`config.mk`:
```
export PLATFORM = sky130hd
export DESIGN_NAME = tda_ctrl
export DESIGN_NICKNAME = d
export VERILOG_FILES = /design/src/rtl/core/tda_pkg.sv /design/src/rtl/core/tda_ctrl.sv
export SDC_FILE = /design/constraint.sdc
export NUM_CORES = 1
export LEC_CHECK = 0
export BUFFER_PORTS_ARGS = -buffer_cell sky130_fd_sc_hd__buf_2
export CORE_UTILIZATION = 23
export DETAILED_ROUTE_END_ITERATION = 16
export PLACE_DENSITY = 0.54
export SETUP_SLACK_MARGIN = 0.3
export SYNTH_ARGS = -nofsm -noshare
export SYNTH_HDL_FRONTEND = slang
export SYNTH_SLANG_ARGS = --single-unit
```
`constraint.sdc`:
```
create_clock -name clk -period 2.02 [get_ports clk]
set_clock_uncertainty 0.05 [all_clocks]
set_input_delay 0.303 -clock clk [delete_from_list [all_inputs] [get_ports clk]]
set_output_delay 0.303 -clock clk [all_outputs]
set_load 0.02 [all_outputs]
```
`src/rtl/core/tda_pkg.sv`:
```
// ----------------------------------------------------------------------------
// tda_pkg
// Shared types, opcodes and hash constants for the tuple id assigner.
// ----------------------------------------------------------------------------
package tda_pkg;

	localparam logic [31:0] NULL_PATTERN = 32'h8000_0000;
	localparam logic [63:0] HASH_MUL_A   = 64'h9E37_79B9_7F4A_7C15;
	localparam logic [63:0] HASH_MUL_B   = 64'hBF58_476D_1CE4_E5B9;

	// configuration register indexes
	localparam logic CFG_LAYERS_IN_USE = 1'b0;
	localparam logic CFG_REQUIRE_ALL   = 1'b1;

	typedef struct packed {
		logic signed [31:0] cat_3;
		logic signed [31:0] cat_2;
		logic signed [31:0] cat_1;
		logic signed [31:0] cat_0;
	} cat_in_t;

	typedef struct packed {
		logic [9:0]  tuple_id;
		logic        is_null;
		logic        is_new;
		logic        overflow;
		logic [10:0] ids_used;
	} id_out_t;

	typedef enum logic [3:0] {
		ST_IDLE, ST_CLEAR, ST_CHECK, ST_M1B, ST_M1C, ST_MIX, ST_M2A, ST_M2B,
		ST_M2C, ST_FOLD, ST_MOD, ST_READ, ST_CMP
	} state_t;

	typedef enum logic [4:0] {
		OP_NONE, OP_CLR, OP_LOAD, OP_M1A, OP_M1B, OP_M1C, OP_MIX, OP_M2A,
		OP_M2B, OP_M2C, OP_FOLD, OP_MOD, OP_READ, OP_STEP, OP_HIT,
		OP_INSERT, OP_OVFL, OP_NULL
	} op_t;

	typedef struct packed {
		op_t op;
	} cmd_t;

	typedef struct packed {
		logic null_item;
		logic clr_done;
		logic mod_done;
		logic rd_valid;
		logic rd_match;
		logic table_full;
		logic probe_last;
	} status_t;

endpackage

```
`src/rtl/core/tda_ctrl.sv`:
```
// ----------------------------------------------------------------------------
// tda_ctrl
// Sequencer: table clear, hash steps, probe loop and result selection.
// ----------------------------------------------------------------------------
module tda_ctrl (
	input  logic             clk,
	input  logic             arst_n,
	input  logic             start,
	output logic             busy,
	input  tda_pkg::status_t status,
	output tda_pkg::cmd_t    cmd
);

	tda_pkg::state_t state_q, state_d;

	always_ff @(posedge clk or negedge arst_n) begin
		if (!arst_n) begin
			state_q <= tda_pkg::ST_CLEAR;
		end else begin
			state_q <= state_d;
		end
	end

	always_comb begin
		state_d = state_q;
		cmd.op  = tda_pkg::OP_NONE;
		busy    = (state_q != tda_pkg::ST_IDLE);
		case (state_q)
			tda_pkg::ST_IDLE: begin
				if (start) begin
					cmd.op  = tda_pkg::OP_LOAD;
					state_d = tda_pkg::ST_CHECK;
				end
			end
			tda_pkg::ST_CLEAR: begin
				cmd.op = tda_pkg::OP_CLR;
				if (status.clr_done) state_d = tda_pkg::ST_IDLE;
			end
			tda_pkg::ST_CHECK: begin
				if (status.null_item) begin
					cmd.op  = tda_pkg::OP_NULL;
					state_d = tda_pkg::ST_IDLE;
				end else begin
					cmd.op  = tda_pkg::OP_M1A;
					state_d = tda_pkg::ST_M1B;
				end
			end
			tda_pkg::ST_M1B: begin
				cmd.op  = tda_pkg::OP_M1B;
				state_d = tda_pkg::ST_M1C;
			end
			tda_pkg::ST_M1C: begin
				cmd.op  = tda_pkg::OP_M1C;
				state_d = tda_pkg::ST_MIX;
			end
			tda_pkg::ST_MIX: begin
				cmd.op  = tda_pkg::OP_MIX;
				state_d = tda_pkg::ST_M2A;
			end
			tda_pkg::ST_M2A: begin
				cmd.op  = tda_pkg::OP_M2A;
				state_d = tda_pkg::ST_M2B;
			end
			tda_pkg::ST_M2B: begin
				cmd.op  = tda_pkg::OP_M2B;
				state_d = tda_pkg::ST_M2C;
			end
			tda_pkg::ST_M2C: begin
				cmd.op  = tda_pkg::OP_M2C;
				state_d = tda_pkg::ST_FOLD;
			end
			tda_pkg::ST_FOLD: begin
				cmd.op  = tda_pkg::OP_FOLD;
				state_d = tda_pkg::ST_MOD;
			end
			tda_pkg::ST_MOD: begin
				cmd.op = tda_pkg::OP_MOD;
				if (status.mod_done) state_d = tda_pkg::ST_READ;
			end
			tda_pkg::ST_READ: begin
				cmd.op  = tda_pkg::OP_READ;
				state_d = tda_pkg::ST_CMP;
			end
			tda_pkg::ST_CMP: begin
				state_d = tda_pkg::ST_IDLE;
				if (!status.rd_valid) begin
					cmd.op = status.table_full ? tda_pkg::OP_OVFL : tda_pkg::OP_INSERT;
				end else if (status.rd_match) begin
					cmd.op = tda_pkg::OP_HIT;
				end else if (status.probe_last) begin
					cmd.op = tda_pkg::OP_OVFL;
				end else begin
					cmd.op  = tda_pkg::OP_STEP;
					state_d = tda_pkg::ST_READ;
				end
			end
			default: begin
				state_d = tda_pkg::ST_IDLE;
			end
		endcase
	end

endmodule

```
---- Word level (Yosys, flattened, before mapping) ----
Cells that the tools add are included.
word-level totals
  flip-flop bits (word level) ............. 4
  output and inout port bits .............. 6
  input bits .............................. 10
cells by class
  reductions and logical operators ........ 3
  muxes and demuxes ....................... 15
  equality and inequality tests ........... 15
operators by type and width
  operator                                                                number
  5-bit case mux with 13 select lines                                     1
  4-bit case mux with 13 select lines                                     1
  5-bit two-way mux                                                       5
  4-bit two-way mux                                                       6
  4-bit equality test (second input constant)                             5
  4-bit by 3-bit equality test with 1-bit output (second input constant)  4
  4-bit by 2-bit equality test with 1-bit output (second input constant)  2
  2-bit != test (second input constant)                                   3
  4-bit by 1-bit equality test with 1-bit output (second input constant)  1
  4-bit zero test                                                         1
  2-bit two-way mux                                                       2
  4-bit nonzero test                                                      1
  3-bit AND reduction                                                     1

---- Depth between registers and ports, before layout ----
  depth in word-level cells ............... 4
  gate-level depth with buffers ........... 5
  gate-level depth less buffers ........... 4

---- Worst setup path before layout ----
OpenSTA, ideal clock, no wires.
  path type ............................... flip-flop to output port
  start point ............................. register state_q[1]
  end point ............................... output port cmd[3] in the netlist's numbering
  arrival time ............................ 1323 ps
  buffers on the path ..................... 1
  stages on the path, launching flop included .. 4
  slack ................................... 344 ps
  required time ........................... 1667 ps
  cells stage by stage .................... dfrtp_1 buf_2 o31a_1 o21ai_0
RTL lines
  item                    line            source
  start, declared         tda_ctrl.sv:14  tda_pkg::state_t state_q, state_d;
  start signal, assigned  tda_ctrl.sv:18  state_q <= tda_pkg::ST_CLEAR;
  start signal, assigned  tda_ctrl.sv:20  state_q <= state_d;
  end, declared           tda_ctrl.sv:11  output tda_pkg::cmd_t cmd

---- Worst setup path after layout ----
  start point ............................. register state_q[3]
  end point ............................... output port busy
on the way
  word-level cells in the longest chain between the ends .. 1
ends and longest elaborated chain
  item                line            source
  4-bit nonzero test  tda_ctrl.sv:27  busy = (state_q != tda_pkg::ST_IDLE);
  end, declared       tda_ctrl.sv:9   output logic busy,
Every way passes these cells.

==> flow_summary_export.csv <==
group,metric,value,unit
die,die_h,46.01,um
final_layout,mostFrequentLayoutCell,"buf_4",
final_layout,multi_input_area,385.4,sq um
setup_path,cp.required,1670,ps
timing,worst_pin_slew,431.6,ps
pwr,switching_power,0.0006491,W
synthesis,syn_area_per_cell,7.680,sq um
timing,slew_violations,0,
synthesis,synth_edf_count,0,
pwr,p_seq_share,15.1,%
synthesis,ys_seq_area_share,22.75,%
run_status,status,"complete, no violations",
final_layout,reg_top3,"state_q (4)",
pwr,sw_frac_of_total,45.91,%
global_route,track_usage,14.32,%
clock_network,clkTransAtPathRegs,40,ps
route,wl_per_cell,13.80,um
clock_network,cts_tree,"built",
setup_path,critPathMaxStageDelay,550,ps
run,cap_violations,0,
route,drtPass1Iterations,12,
pwr,internal-power,0.0007647,W
placed_design,numPortBuffers,15,
setup_path,arrival,1420,ps
die,fp-row-count,15,
die,start_util,25.25,%
timing,setup_viol,0,
clock_network,clkSinkCount,4,
clock_network,numCtsBuffers,3,
route,drt_iter0_drc,22,
synthesis,synth_top_area_share,16.85,%
clock_network,htreeDepth,1,
final_layout,final_layout_size_suffix_gt1_share,63.64,%
placed_design,detailed_place_hpwl,823.2,um
route,num_vias,583,
final_layout,seq_area,105.1,sq um
global_route,grt_pass1_wl,2083,um
clock_network,clock_path_buffers,2,
timing,whs,165.4,ps
timing,min_period,1778,ps
die,core_region_area,1764,sq um
final_layout,area_growth,78.37,%
timing,slew_headroom,71.22,%
global_route,use_met1,19.34,%
placed_design,placed_cell_area,525.5,sq um
synthesis,async_flop_share,100.0,%
global_route,grtUsageMet3,5.952,%
final_layout,largest_reg_flops,4,
setup_path,crit_path_end_kind,"output port",
die,fp.dieW,46.01,um
global_route,grt_max_degree,11,
pwr,clkPwrFrac,8.2,%
route,via_per_inst,5.159,
die,fp.dieArea,2116,sq um
synthesis,syn-instance-count,58,
min_path,holdCritPathClass,"in -> reg",
pwr,vdd_drop_max,0.6004,mV
timing,hold_viol_final,0,
clock_network,clk_latency,250,ps
timing,tns,0,ps
synthesis,syn_area,445.4,sq um
final_layout,insertedDiodeCount,0,
global_route,antenna_found_initial,0,
route,drcViolationCount,0,
global_route,grt_pass1_vias,472,
timing,fmax,562.5,MHz
synthesis,synth_largest_area_cell,"dfrtp_1",
route,wl,1559,um
final_layout,fillCellCount,189,
final_layout,fin_nets,99,
setup_path,crit_slowest_cell,"or4_4",
global_route,top_usage_layer,"met1",
pwr,power,0.001414,W
final_layout,top_register,"state_q",
route,drtAntennaViolNets,0,
synthesis,ys_types,29,
final_layout,final_area,794.5,sq um
final_layout,utilization,45.04,%
die,io_pins,16,
timing,rsz0062_at_grt,"yes",
global_route,grt_overflow,0,
setup_path,cp_max_fo,8,
synthesis,ys_top_cells_by_area,"dfrtp_1, o21ai_0, dfstp_2, nor2_1, nand2_1",
pwr,combinationalPowerShare,76.7,%
setup_path,worstSetupStartpointType,"register",
global_route,grt_use_met2,18.31,%
setup_path,crit_type,"reg -> out",
pwr,power_density,1779,nW/um^2
final_layout,final_cell_mix,"buf_4, buf_2, nor2_1, o21ai_2, buf_6",
pwr,total_leakage_power,0.3338,nW
synthesis,syn_nets,68,
timing,post-route-period-util,88.02,%
synthesis,ys.flop_type,"dfrtp_1",
synthesis,yosys_warnings,0,
synthesis,synth_seq_cells,4,
setup_path,path_cells,"or4_4 > buf_6",
clock_network,cts_root_buf,"clkbuf_4",
placed_design,place.gp.congestion,0.7630,
[synthesized netlist by cell type, drive strengths merged, types with 2 or more instances]
cell type / instances
a2bb2oi: 2
buf: 4
dfrtp: 3
inv: 3
nand2: 5
nand2b: 2
nand3: 2
nor2: 7
o21ai: 9
o22ai: 3
o31a: 2
or4: 2
xnor2: 2
[power by group through the flow]
stage / Combinational, W / Sequential, W / Clock, W
finish: 0.00108 / 0.000213 / 0.000116
global route: 0.00116 / 0.000217 / 0.000126
CTS: 0.000903 / 0.000206 / 0.000117
detailed placement: 0.000616 / 0.000251 / 0
global placement: 0.000613 / 0.000252 / 0
floorplan: 0.000590 / 0.000151 / 0
[per-stage QoR]
stage	setup WS (ps)	cells
6_report	242.1	113
5_1_grt	208.8	113
4_1_cts	209.0	109
3_5_place_dp	214.6	94
3_3_place_gp	269.1	94
2_1_floorplan	343.7	58
[per-layer routing]
metal	part of all wire [%]	wire [um]
met1	39	609
met2	46	721
met3	8.4	131
met4	6.2	96
met5	0	0
[critical path, delay by kind of cell (launching register included)]
kind | cells | cell delay [ps]
buf+inv | 1 | 150
simple gates | 1 | 550
flops | 1 | 480
[logic make-up (layout without fill, tap and decap cells)]
family / Yosys count / in the layout / synth area share, %
AO/OA/AOI/OAI: 22 / 22 / 37.08
XOR/XNOR: 2 / 2 / 3.933
buffers and inverters: 7 / 37 / 8.426
flip-flops: 4 / 4 / 22.75
AND/OR/NAND/NOR: 23 / 23 / 27.81
[path summary, 6_finish.rpt]
path | start | to | slack (ps) | cells past startpoint
setup / recovery | state_q[3]$_DFFE_PN0P_ | busy | 240 | 2
setup reg to reg | state_q[2]$_DFFE_PN0P_ | state_q[1]$_DFFE_PN0P_ | 410 | 6
hold / removal | status[5] | state_q[0]$_DFFE_PN1P_ | 170 | 2
max in group asynchronous | arst_n | state_q[0]$_DFFE_PN1P_ | 1380 | 2
min in group asynchronous | arst_n | state_q[3]$_DFFE_PN0P_ | 330 | 2
hold reg to reg | state_q[0]$_DFFE_PN1P_ | state_q[2]$_DFFE_PN0P_ | 540 | 2
[what timing repair did]
| item | 4_1_cts | 5_1_grt |
|---|---|---|
| hold buffers | 1 | 0 |
| gates resized for setup | 14 | 20 |
| endpoints found under the setup margin | 6 | 7 |
| buffers inserted | 10 | 4 |
| pin swaps | 2 | 7 |
| gates cloned | 0 | 0 |
| endpoints found under the hold margin | 4 | 0 |
[layout make-up]
class | count | area share (%)
clock buffer | 4 | 3.307
inverter | 3 | 1.417
multi-input combinational | 47 | 48.50
sequential | 4 | 13.23
tap | 25 | 3.937
timing repair buffer | 30 | 29.61
(Power assumes the default switching activity.)
